--- src/rtl/core/pics_pkg.sv ---
// Shared constants, widths and types for the PI controller with integral separation.
package pics_pkg;

    // Configuration register indexes
    localparam int CFG_IDX_W = 3;
    localparam logic [CFG_IDX_W-1:0] REG_PROP_GAIN  = 3'd0;
    localparam logic [CFG_IDX_W-1:0] REG_INTEG_GAIN = 3'd1;
    localparam logic [CFG_IDX_W-1:0] REG_DRIVE_MAX  = 3'd2;
    localparam logic [CFG_IDX_W-1:0] REG_DRIVE_MIN  = 3'd3;
    localparam logic [CFG_IDX_W-1:0] REG_SEP_LIMIT  = 3'd4;

    // Request opcodes
    localparam logic OP_CALC  = 1'b0;
    localparam logic OP_CLEAR = 1'b1;

    // Field and datapath widths
    localparam int DATA_W   = 16;
    localparam int ERR_W    = 17;   // setpoint - measured, no wrap
    localparam int INTEG_W  = 21;   // accumulator, held in +/-1e6
    localparam int PPROD_W  = 33;   // error * prop_gain
    localparam int IPROD_W  = 37;   // integral * integ_gain
    localparam int PMAG_W   = 29;   // |error*kp| >> 3
    localparam int IMAG_W   = 30;   // |integral*ki| >> 5
    localparam int PQ_W     = 23;   // |error*kp| / 1000
    localparam int IQ_W     = 19;   // |integral*ki| / 100000
    localparam int ACC_W    = 26;   // drive_min + both terms

    // Integral bounds, one bit wider than the accumulator for the pre-clamp sum
    localparam logic signed [INTEG_W:0] INTEG_HI = 22'sd1000000;
    localparam logic signed [INTEG_W:0] INTEG_LO = -22'sd1000000;

    // x/1000 = ((x>>3) * ceil(2^36/125)) >> 36, exact for x>>3 below 2^29
    localparam int PMUL_W = PMAG_W + 30;
    localparam logic [29:0] PRECIP = 30'd549755814;
    localparam int PPRE_SH  = 3;
    localparam int PPOST_SH = 36;

    // x/100000 = ((x>>5) * ceil(2^42/3125)) >> 42, exact for x>>5 below 2^30
    localparam int IMUL_W = IMAG_W + 31;
    localparam logic [30:0] IRECIP = 31'd1407374884;
    localparam int IPRE_SH  = 5;
    localparam int IPOST_SH = 42;

    // Load enables for the two stages of the constant divider
    typedef struct packed {
        logic abs_en;
        logic mul_en;
    } div_en_t;

endpackage

--- src/rtl/core/pics_divc.sv ---
// Two-stage truncating division of both controller products by their fixed scales.
module pics_divc (
    input  logic                                 aclk,
    input  pics_pkg::div_en_t                    en,
    input  logic signed [pics_pkg::PPROD_W-1:0]  prop_prod,
    input  logic signed [pics_pkg::IPROD_W-1:0]  integ_prod,
    output logic signed [pics_pkg::PQ_W:0]       prop_quot,
    output logic signed [pics_pkg::IQ_W:0]       integ_quot
);

    logic [pics_pkg::PPROD_W-1:0] pabs;
    logic [pics_pkg::IPROD_W-1:0] iabs;
    logic [pics_pkg::PMAG_W-1:0]  pmag_reg;
    logic [pics_pkg::IMAG_W-1:0]  imag_reg;
    logic                         pneg_reg;
    logic                         ineg_reg;
    logic [pics_pkg::PMUL_W-1:0]  pmul;
    logic [pics_pkg::IMUL_W-1:0]  imul;
    logic [pics_pkg::PQ_W-1:0]    pq_reg;
    logic [pics_pkg::IQ_W-1:0]    iq_reg;
    logic                         pqneg_reg;
    logic                         iqneg_reg;

    // Magnitudes; division truncates toward zero, so work unsigned
    assign pabs = prop_prod[pics_pkg::PPROD_W-1]  ? -prop_prod  : prop_prod;
    assign iabs = integ_prod[pics_pkg::IPROD_W-1] ? -integ_prod : integ_prod;

    // Stage A: magnitude, pre-shift by the power-of-two factor of each scale
    always_ff @(posedge aclk) begin
        if (en.abs_en) begin
            pmag_reg <= pabs[pics_pkg::PPRE_SH +: pics_pkg::PMAG_W];
            imag_reg <= iabs[pics_pkg::IPRE_SH +: pics_pkg::IMAG_W];
            pneg_reg <= prop_prod[pics_pkg::PPROD_W-1];
            ineg_reg <= integ_prod[pics_pkg::IPROD_W-1];
        end
    end

    // Reciprocal multiplies for the odd factors
    assign pmul = pics_pkg::PMUL_W'(pmag_reg) * pics_pkg::PMUL_W'(pics_pkg::PRECIP);
    assign imul = pics_pkg::IMUL_W'(imag_reg) * pics_pkg::IMUL_W'(pics_pkg::IRECIP);

    // Stage B: keep only the quotient bits
    always_ff @(posedge aclk) begin
        if (en.mul_en) begin
            pq_reg    <= pmul[pics_pkg::PPOST_SH +: pics_pkg::PQ_W];
            iq_reg    <= imul[pics_pkg::IPOST_SH +: pics_pkg::IQ_W];
            pqneg_reg <= pneg_reg;
            iqneg_reg <= ineg_reg;
        end
    end

    // Restore signs
    assign prop_quot  = pqneg_reg ? -$signed({1'b0, pq_reg}) : $signed({1'b0, pq_reg});
    assign integ_quot = iqneg_reg ? -$signed({1'b0, iq_reg}) : $signed({1'b0, iq_reg});

endmodule

--- src/rtl/core/pi_controller_integral_separation_top.sv ---
// Positional PI controller with integral separation: channels, integrator and output pipeline.
//
// Usage:
//   Requests enter on the s_ stream. s_tuser[0] is the opcode (calculate or clear),
//   s_tdata carries setpoint in [15:0] and measured in [31:16]. A calculate request
//   gives one result on the m_ stream: m_tdata[15:0] is the clamped drive value and
//   m_tuser[0] is set when the error was added to the integral. A clear request
//   zeroes the integral and gives no result.
//   Gains, clamps and the separation limit are written on the cfg_ channel, which is
//   always ready; write it only while no request is in flight.
// Timing:
//   From acceptance to m_tvalid a request passes the input register, integrator, gain
//   multipliers, two stages of constant division, then the output register.
//   One request per cycle sustained while m_tready stays high; the integral
//   accumulate-and-clamp is the only feedback and is combinational into integ_reg.
// Reset and stall:
//   aresetn (synchronous, low) empties the pipeline, zeroes the integral and loads the
//   register reset values. When m_tready is low, requests keep entering until every
//   pipeline stage holds an item; then s_tready drops.
module pi_controller_integral_separation_top (
    input  logic        aclk,
    input  logic        aresetn,
    // Request stream
    input  logic        s_tvalid,
    output logic        s_tready,
    input  logic [31:0] s_tdata,    // [15:0] setpoint, [31:16] measured
    input  logic [0:0]  s_tuser,    // [0] opcode
    // Result stream
    output logic        m_tvalid,
    input  logic        m_tready,
    output logic [15:0] m_tdata,    // [15:0] drive
    output logic [0:0]  m_tuser,    // [0] integrating
    // Configuration writes
    input  logic        cfg_valid,
    output logic        cfg_ready,
    input  logic [pics_pkg::CFG_IDX_W-1:0] cfg_index,
    input  logic [15:0] cfg_data
);

    // Configuration registers
    logic signed [pics_pkg::DATA_W-1:0] kp_reg;
    logic signed [pics_pkg::DATA_W-1:0] ki_reg;
    logic signed [pics_pkg::DATA_W-1:0] dmax_reg;
    logic signed [pics_pkg::DATA_W-1:0] dmin_reg;
    logic signed [pics_pkg::DATA_W-1:0] sep_reg;

    // Pipeline registers
    logic                                v0_reg, v1_reg, v2_reg, v3_reg, v4_reg, m_valid_reg;
    logic                                op0_reg;
    logic signed [pics_pkg::DATA_W-1:0]  sp0_reg, ms0_reg;
    logic signed [pics_pkg::ERR_W-1:0]   err1_reg;
    logic signed [pics_pkg::INTEG_W-1:0] ig1_reg;
    logic                                fl1_reg, fl2_reg, fl3_reg, fl4_reg;
    logic signed [pics_pkg::PPROD_W-1:0] pp2_reg;
    logic signed [pics_pkg::IPROD_W-1:0] ip2_reg;
    logic [pics_pkg::DATA_W-1:0]         drive_reg;
    logic                                flag_reg;

    // Integrator state
    logic signed [pics_pkg::INTEG_W-1:0] integ_reg, integ_next;

    // Stage readiness
    logic rdy0, rdy1, rdy2, rdy3, rdy4, rdy5;

    // Combinational datapath
    logic signed [pics_pkg::ERR_W-1:0]   err_c;
    logic [pics_pkg::ERR_W-1:0]          mag_c;
    logic                                sep_hit;
    logic signed [pics_pkg::INTEG_W:0]   sum_c;
    logic signed [pics_pkg::INTEG_W-1:0] sat_c;
    logic signed [pics_pkg::PPROD_W-1:0] pp_c;
    logic signed [pics_pkg::IPROD_W-1:0] ip_c;
    logic signed [pics_pkg::PQ_W:0]      pquot;
    logic signed [pics_pkg::IQ_W:0]      iquot;
    logic signed [pics_pkg::ACC_W-1:0]   acc_c, hi_c, lo_c, capped_c;
    logic [pics_pkg::DATA_W-1:0]         drive_c;
    pics_pkg::div_en_t                   div_en;

    // Configuration write decode
    assign cfg_ready = 1'b1;

    always_ff @(posedge aclk) begin
        if (!aresetn) begin
            kp_reg   <= '0;
            ki_reg   <= '0;
            dmax_reg <= 16'sh7FFF;
            dmin_reg <= '0;
            sep_reg  <= '0;
        end else if (cfg_valid) begin
            unique case (cfg_index)
                pics_pkg::REG_PROP_GAIN:  kp_reg   <= cfg_data;
                pics_pkg::REG_INTEG_GAIN: ki_reg   <= cfg_data;
                pics_pkg::REG_DRIVE_MAX:  dmax_reg <= cfg_data;
                pics_pkg::REG_DRIVE_MIN:  dmin_reg <= cfg_data;
                pics_pkg::REG_SEP_LIMIT:  sep_reg  <= cfg_data;
                default: ;
            endcase
        end
    end

    // Backpressure: a stage takes new data when empty or when it moves on
    assign rdy5     = !m_valid_reg || m_tready;
    assign rdy4     = !v4_reg || rdy5;
    assign rdy3     = !v3_reg || rdy4;
    assign rdy2     = !v2_reg || rdy3;
    assign rdy1     = !v1_reg || rdy2;
    assign rdy0     = !v0_reg || rdy1;
    assign s_tready = rdy0;

    // Valid bits; clear requests drop out after the integrator
    always_ff @(posedge aclk) begin
        if (!aresetn) begin
            v0_reg      <= 1'b0;
            v1_reg      <= 1'b0;
            v2_reg      <= 1'b0;
            v3_reg      <= 1'b0;
            v4_reg      <= 1'b0;
            m_valid_reg <= 1'b0;
        end else begin
            if (rdy0) v0_reg      <= s_tvalid;
            if (rdy1) v1_reg      <= v0_reg && (op0_reg == pics_pkg::OP_CALC);
            if (rdy2) v2_reg      <= v1_reg;
            if (rdy3) v3_reg      <= v2_reg;
            if (rdy4) v4_reg      <= v3_reg;
            if (rdy5) m_valid_reg <= v4_reg;
        end
    end

    // Input register
    always_ff @(posedge aclk) begin
        if (rdy0) begin
            op0_reg <= s_tuser[0];
            sp0_reg <= s_tdata[15:0];
            ms0_reg <= s_tdata[31:16];
        end
    end

    // Error, separation test and saturating accumulate
    assign err_c   = {sp0_reg[15], sp0_reg} - {ms0_reg[15], ms0_reg};
    assign mag_c   = err_c[pics_pkg::ERR_W-1] ? -err_c : err_c;
    assign sep_hit = $signed({1'b0, mag_c}) < $signed({{2{sep_reg[15]}}, sep_reg});
    assign sum_c   = {integ_reg[pics_pkg::INTEG_W-1], integ_reg}
                   + {{(pics_pkg::INTEG_W + 1 - pics_pkg::ERR_W){err_c[pics_pkg::ERR_W-1]}},
                      err_c};

    always_comb begin
        if (sum_c > pics_pkg::INTEG_HI) begin
            sat_c = pics_pkg::INTEG_HI[pics_pkg::INTEG_W-1:0];
        end else if (sum_c < pics_pkg::INTEG_LO) begin
            sat_c = pics_pkg::INTEG_LO[pics_pkg::INTEG_W-1:0];
        end else begin
            sat_c = sum_c[pics_pkg::INTEG_W-1:0];
        end
    end

    always_comb begin
        integ_next = integ_reg;
        if (v0_reg && rdy1) begin
            if (op0_reg == pics_pkg::OP_CLEAR) begin
                integ_next = '0;
            end else if (sep_hit) begin
                integ_next = sat_c;
            end
        end
    end

    always_ff @(posedge aclk) begin
        if (!aresetn) begin
            integ_reg <= '0;
        end else begin
            integ_reg <= integ_next;
        end
    end

    // Integrator stage register: error and updated integral travel together
    always_ff @(posedge aclk) begin
        if (rdy1) begin
            err1_reg <= err_c;
            ig1_reg  <= integ_next;
            fl1_reg  <= sep_hit;
        end
    end

    // Gain multipliers
    assign pp_c = pics_pkg::PPROD_W'(err1_reg) * pics_pkg::PPROD_W'(kp_reg);
    assign ip_c = pics_pkg::IPROD_W'(ig1_reg) * pics_pkg::IPROD_W'(ki_reg);

    always_ff @(posedge aclk) begin
        if (rdy2) begin
            pp2_reg <= pp_c;
            ip2_reg <= ip_c;
            fl2_reg <= fl1_reg;
        end
    end

    // Scale division, two stages
    assign div_en.abs_en = rdy3;
    assign div_en.mul_en = rdy4;

    pics_divc u_divc (
        .aclk       (aclk),
        .en         (div_en),
        .prop_prod  (pp2_reg),
        .integ_prod (ip2_reg),
        .prop_quot  (pquot),
        .integ_quot (iquot)
    );

    always_ff @(posedge aclk) begin
        if (rdy3) fl3_reg <= fl2_reg;
        if (rdy4) fl4_reg <= fl3_reg;
    end

    // Sum with base offset, clamp to max first and then to min
    assign lo_c  = pics_pkg::ACC_W'(dmin_reg);
    assign hi_c  = pics_pkg::ACC_W'(dmax_reg);
    assign acc_c = lo_c + pics_pkg::ACC_W'(pquot) + pics_pkg::ACC_W'(iquot);

    always_comb begin
        capped_c = (acc_c > hi_c) ? hi_c : acc_c;
        drive_c  = (capped_c < lo_c) ? dmin_reg : capped_c[pics_pkg::DATA_W-1:0];
    end

    // Output register
    always_ff @(posedge aclk) begin
        if (rdy5) begin
            drive_reg <= drive_c;
            flag_reg  <= fl4_reg;
        end
    end

    assign m_tvalid   = m_valid_reg;
    assign m_tdata    = drive_reg;
    assign m_tuser[0] = flag_reg;

    // Integral never leaves its bounds
    a_integ_range: assert property (@(posedge aclk) disable iff (!aresetn)
        ($signed({integ_reg[pics_pkg::INTEG_W-1], integ_reg}) <= pics_pkg::INTEG_HI) &&
        ($signed({integ_reg[pics_pkg::INTEG_W-1], integ_reg}) >= pics_pkg::INTEG_LO))
        else $error("integral out of range");

    // A clear request empties the integral
    a_clear: assert property (@(posedge aclk) disable iff (!aresetn)
        (v0_reg && rdy1 && (op0_reg == pics_pkg::OP_CLEAR)) |=> (integ_reg == '0))
        else $error("integral not cleared");

    // Outside the separation band the integral holds
    a_hold: assert property (@(posedge aclk) disable iff (!aresetn)
        (v0_reg && rdy1 && (op0_reg == pics_pkg::OP_CALC) && !sep_hit) |=> $stable(integ_reg))
        else $error("integral changed outside separation band");

endmodule
--- config.mk ---
export PLATFORM = sky130hd
export DESIGN_NAME = pi_controller_integral_separation_top
export DESIGN_NICKNAME = d
export VERILOG_FILES = /design/src/rtl/core/pics_pkg.sv /design/src/rtl/core/pics_divc.sv /design/src/rtl/core/pi_controller_integral_separation_top.sv
export SDC_FILE = /design/constraint.sdc
export NUM_CORES = 2
export LEC_CHECK = 0
export BUFFER_PORTS_ARGS = -buffer_cell sky130_fd_sc_hd__buf_2
export CAP_MARGIN = 10
export CORE_ASPECT_RATIO = 1.75
export CORE_UTILIZATION = 55
export CTS_CLUSTER_SIZE = 14
export DETAILED_ROUTE_END_ITERATION = 7
export PLACE_DENSITY = 0.71
export SYNTH_ARGS = -nofsm -noshare
export SYNTH_HDL_FRONTEND = slang
export SYNTH_SLANG_ARGS = --single-unit
--- constraint.sdc ---
create_clock -name aclk -period 21.5 [get_ports aclk]
set_input_delay 2.15 -clock aclk [delete_from_list [all_inputs] [get_ports aclk]]
set_output_delay 2.15 -clock aclk [all_outputs]
set_load 0.05 [all_outputs]
==> metrics <==
Crit path top cell by count ha_1; clk slew on worst S/H paths 70 ps; violation count after the first detailed-route iteration ~2.4k; Via density between 5 and 6; synth warn 0; Worst Setup Slack, final between 10000 and 15000 ps; CTS buffer count 39; Final Critical Period 9850 ps; total congestion overflow 0; Area after DPL 71900 µm²; wire length on met3 ~7500 µm; CTS Sinks 373; die width 271 µm; WS Path Type flip-flop to flip-flop; Worst-Skew Late Latency roughly 610 ps; Post-synth EDFFs around 270; max cap viols 0; Die Height between 400 and 500 µm; fin area around 73000 µm²; Max Used Layer met5; largest net degree at the start of global routing 71; hold depth 0; Core Box Area roughly 130000 µm²; max reg flops 36; Max Fclk ~0.1 GHz; worst-path maximum fanout 25; DPL Wire Length roughly 150000 µm; FFs w/ async S/R, synth 0%; PortBufs 75; final layout net count 9352; routed wl met2 98900 µm; Residual DRC 0; CTS tree built; post-synth top area cell fa_1; worst slack, placed 11640 ps; Total Wirelength between 150000 and 200000 µm; RSZ-0062 raised after global routing no; Worst Clk Skew 36.0 ps; first-pass GRT wire length approximately 300000 µm; Clk Tree Root Cell clkbuf_16; clk buf depth 3; vias in the first global route between 50k and 60k; Layout area overhead 5.43%; Crit. End Element flip-flop; drt wl/cell ~21 µm; total negative slack 0 ps; Synth Register Bits between 300 and 400; CP startpoint kind flip-flop; Main synth FF type edfxtp_1; outcome finished clean; Final Hold Vio Count 0; number of antenna violations at the first check in global routing 9; die area roughly 130000 µm²; Worst path slowest cell fa_1; GR Util All Layers a little under a third; ranking of synthesized cells by area fa_1 36%, ha_1 19%, edfxtp_1 11%; post-synthesis net count between 9k and 10k; CP peak stage delay a little over 500 ps; cell row count ~170; Least-Margin Pin Slew 1230 ps; total number of H-tree levels 2; M1 WL ~62000 µm; fin. max-slew vios 0; CP required 21850 ps; Reg2Reg Depth 36; Fillers roughly 11k; syn avg cell area around 10 µm²; Hold-fix buffers, CTS 0; Initial Util around 55%; Detailed Routing Iterations Pass 1 5; CTS resizes 0; Detail Route Antenna Nets 0; hold crit path type flip-flop to flip-flop; Synth top area share between 30% and 40%; Post-CTS Setup Bufs 0; final setup violation count 0; Max-slew headroom between 10% and 20%; synthesized cell area ~70000 µm²; Top Ports 77; share of layout cells above drive strength 1 approximately 4.0%; multi-input logic area about 52000 µm²; Register Area between 10000 and 15000 µm²; Arr. time, crit path just over 10000 ps; via count between 40k and 50k; Synth cell types 82; Synth Instances about 7.0k; sequential share of the synthesized area 14.6%; fin crit share approximately 46%; GPL Wtd Cong about 1
## cell families (layout without fill, tap and decap cells)
group | count (synthesis) | count (layout) | share of synthesized area [%]
buffers and inverters | 1872 | 1933 | 10.1
AND/OR/NAND/NOR | 1348 | 1348 | 9.44
XOR/XNOR | 267 | 267 | 3.36
adder cells (fa/ha/maj) | 2291 | 2291 | 54.5
AO/OA/AOI/OAI | 776 | 776 | 7.21
multiplexers | 48 | 48 | 0.761
flip-flops | 373 | 373 | 14.6
other | 1 | 7 | 0.00539
## through the flow
step	instances	hold WS, ps	utilization (%)
final	8696	416	58.4
after global routing	8693	439	58.4
after CTS	8690	419	58.4
after detailed placement	8619	411	57.3
after global placement	8619	409	57.3
after floorplan	6976	400	-
## worst max-delay path: cells and delay by family (launching register included)
kind	cells	cell delay, ps
buffers and inverters	4	790
AOI/OAI and AO/OA	13	3340
adders and majority gates	5	1590
DFF	1	470
and+or+nand+nor	9	1860
muxes	3	1120
xor gates and xnor gates	2	380
## cell type report
class | instances | area share [%]
clock inverter | 18 | 0.343
sequential | 373 | 13.8
timing repair buffer | 145 | 1.23
antenna | 6 | 0.0205
inverter | 1717 | 8.79
clock buffer | 53 | 1.52
multi-input combinational | 4731 | 71.5
tap | 1653 | 2.82
## cells in the mapped netlist, types with 7 or more instances
master	n
inv_1	1715
fa_1	1234
ha_1	1054
nand2_1	605
and2_1	280
edfxtp_1	266
a21oi_1	245
xnor2_1	194
clkbuf_1	149
o21ai_0	140
nor2_1	133
dfxtp_1	107
a21o_1	97
xor2_1	73
nand2b_1	60
nand3_1	47
nor3_1	47
o31ai_1	40
mux2_2	39
o21a_1	36
o211ai_1	31
and3_1	30
a211oi_1	29
nand4_1	28
o21bai_1	26
or3_1	26
nor2b_1	22
a31oi_1	17
nor4_1	14
or2_2	14
or4_1	12
o41ai_1	11
mux2i_1	9
a22o_1	8
a31o_2	8
a32o_1	8
a2111oi_0	7
a211o_1	7
o2111ai_1	7
## path summary, 6_finish.rpt
kind                               from                         end  slack [ps]
min reg2reg   u_divc.pneg_reg$_DFFE_PP_  u_divc.pqneg_reg$_DFFE_PP_         420
max reg2reg  u_divc.iq_reg[0]$_DFFE_PP_        m_tdata[6]$_DFFE_PP_       11650
max          u_divc.iq_reg[0]$_DFFE_PP_        m_tdata[6]$_DFFE_PP_       11650
min           u_divc.pneg_reg$_DFFE_PP_  u_divc.pqneg_reg$_DFFE_PP_         420
## cells in the final DEF, fill, tap and decap left out, types with 39 or more instances in the layout
cell       synthesis  routed
ha_1            1054    1054
nor3_1            47      47
nand2_1          605     603
clkbuf_16          0      41
xor2_1            73      73
o31ai_1           40      40
a21oi_1          245     245
o21ai_0          140     139
inv_1           1715    1714
buf_4              1      70
nor2_1           133     133
dfxtp_1          107     107
xnor2_1          194     194
and2_1           280     280
nand3_1           47      46
mux2_2            39      39
fa_1            1234    1234
a21o_1            97      97
nand2b_1          60      60
buf_2              2      75
edfxtp_1         266     266
## metal layers
| metal | vias up | GRT usage, % |
|---|---|---|
| li1 | 22031 | - |
| met1 | 24605 | 30.3 |
| met2 | 1408 | 56.7 |
| met3 | 672 | 3.14 |
| met4 | 8 | 21.7 |
| met5 | - | 0 |
Power is left out: the tool's default activity adds up to more than one toggle a clock period on the data nets, which glitch-free logic cannot reach.
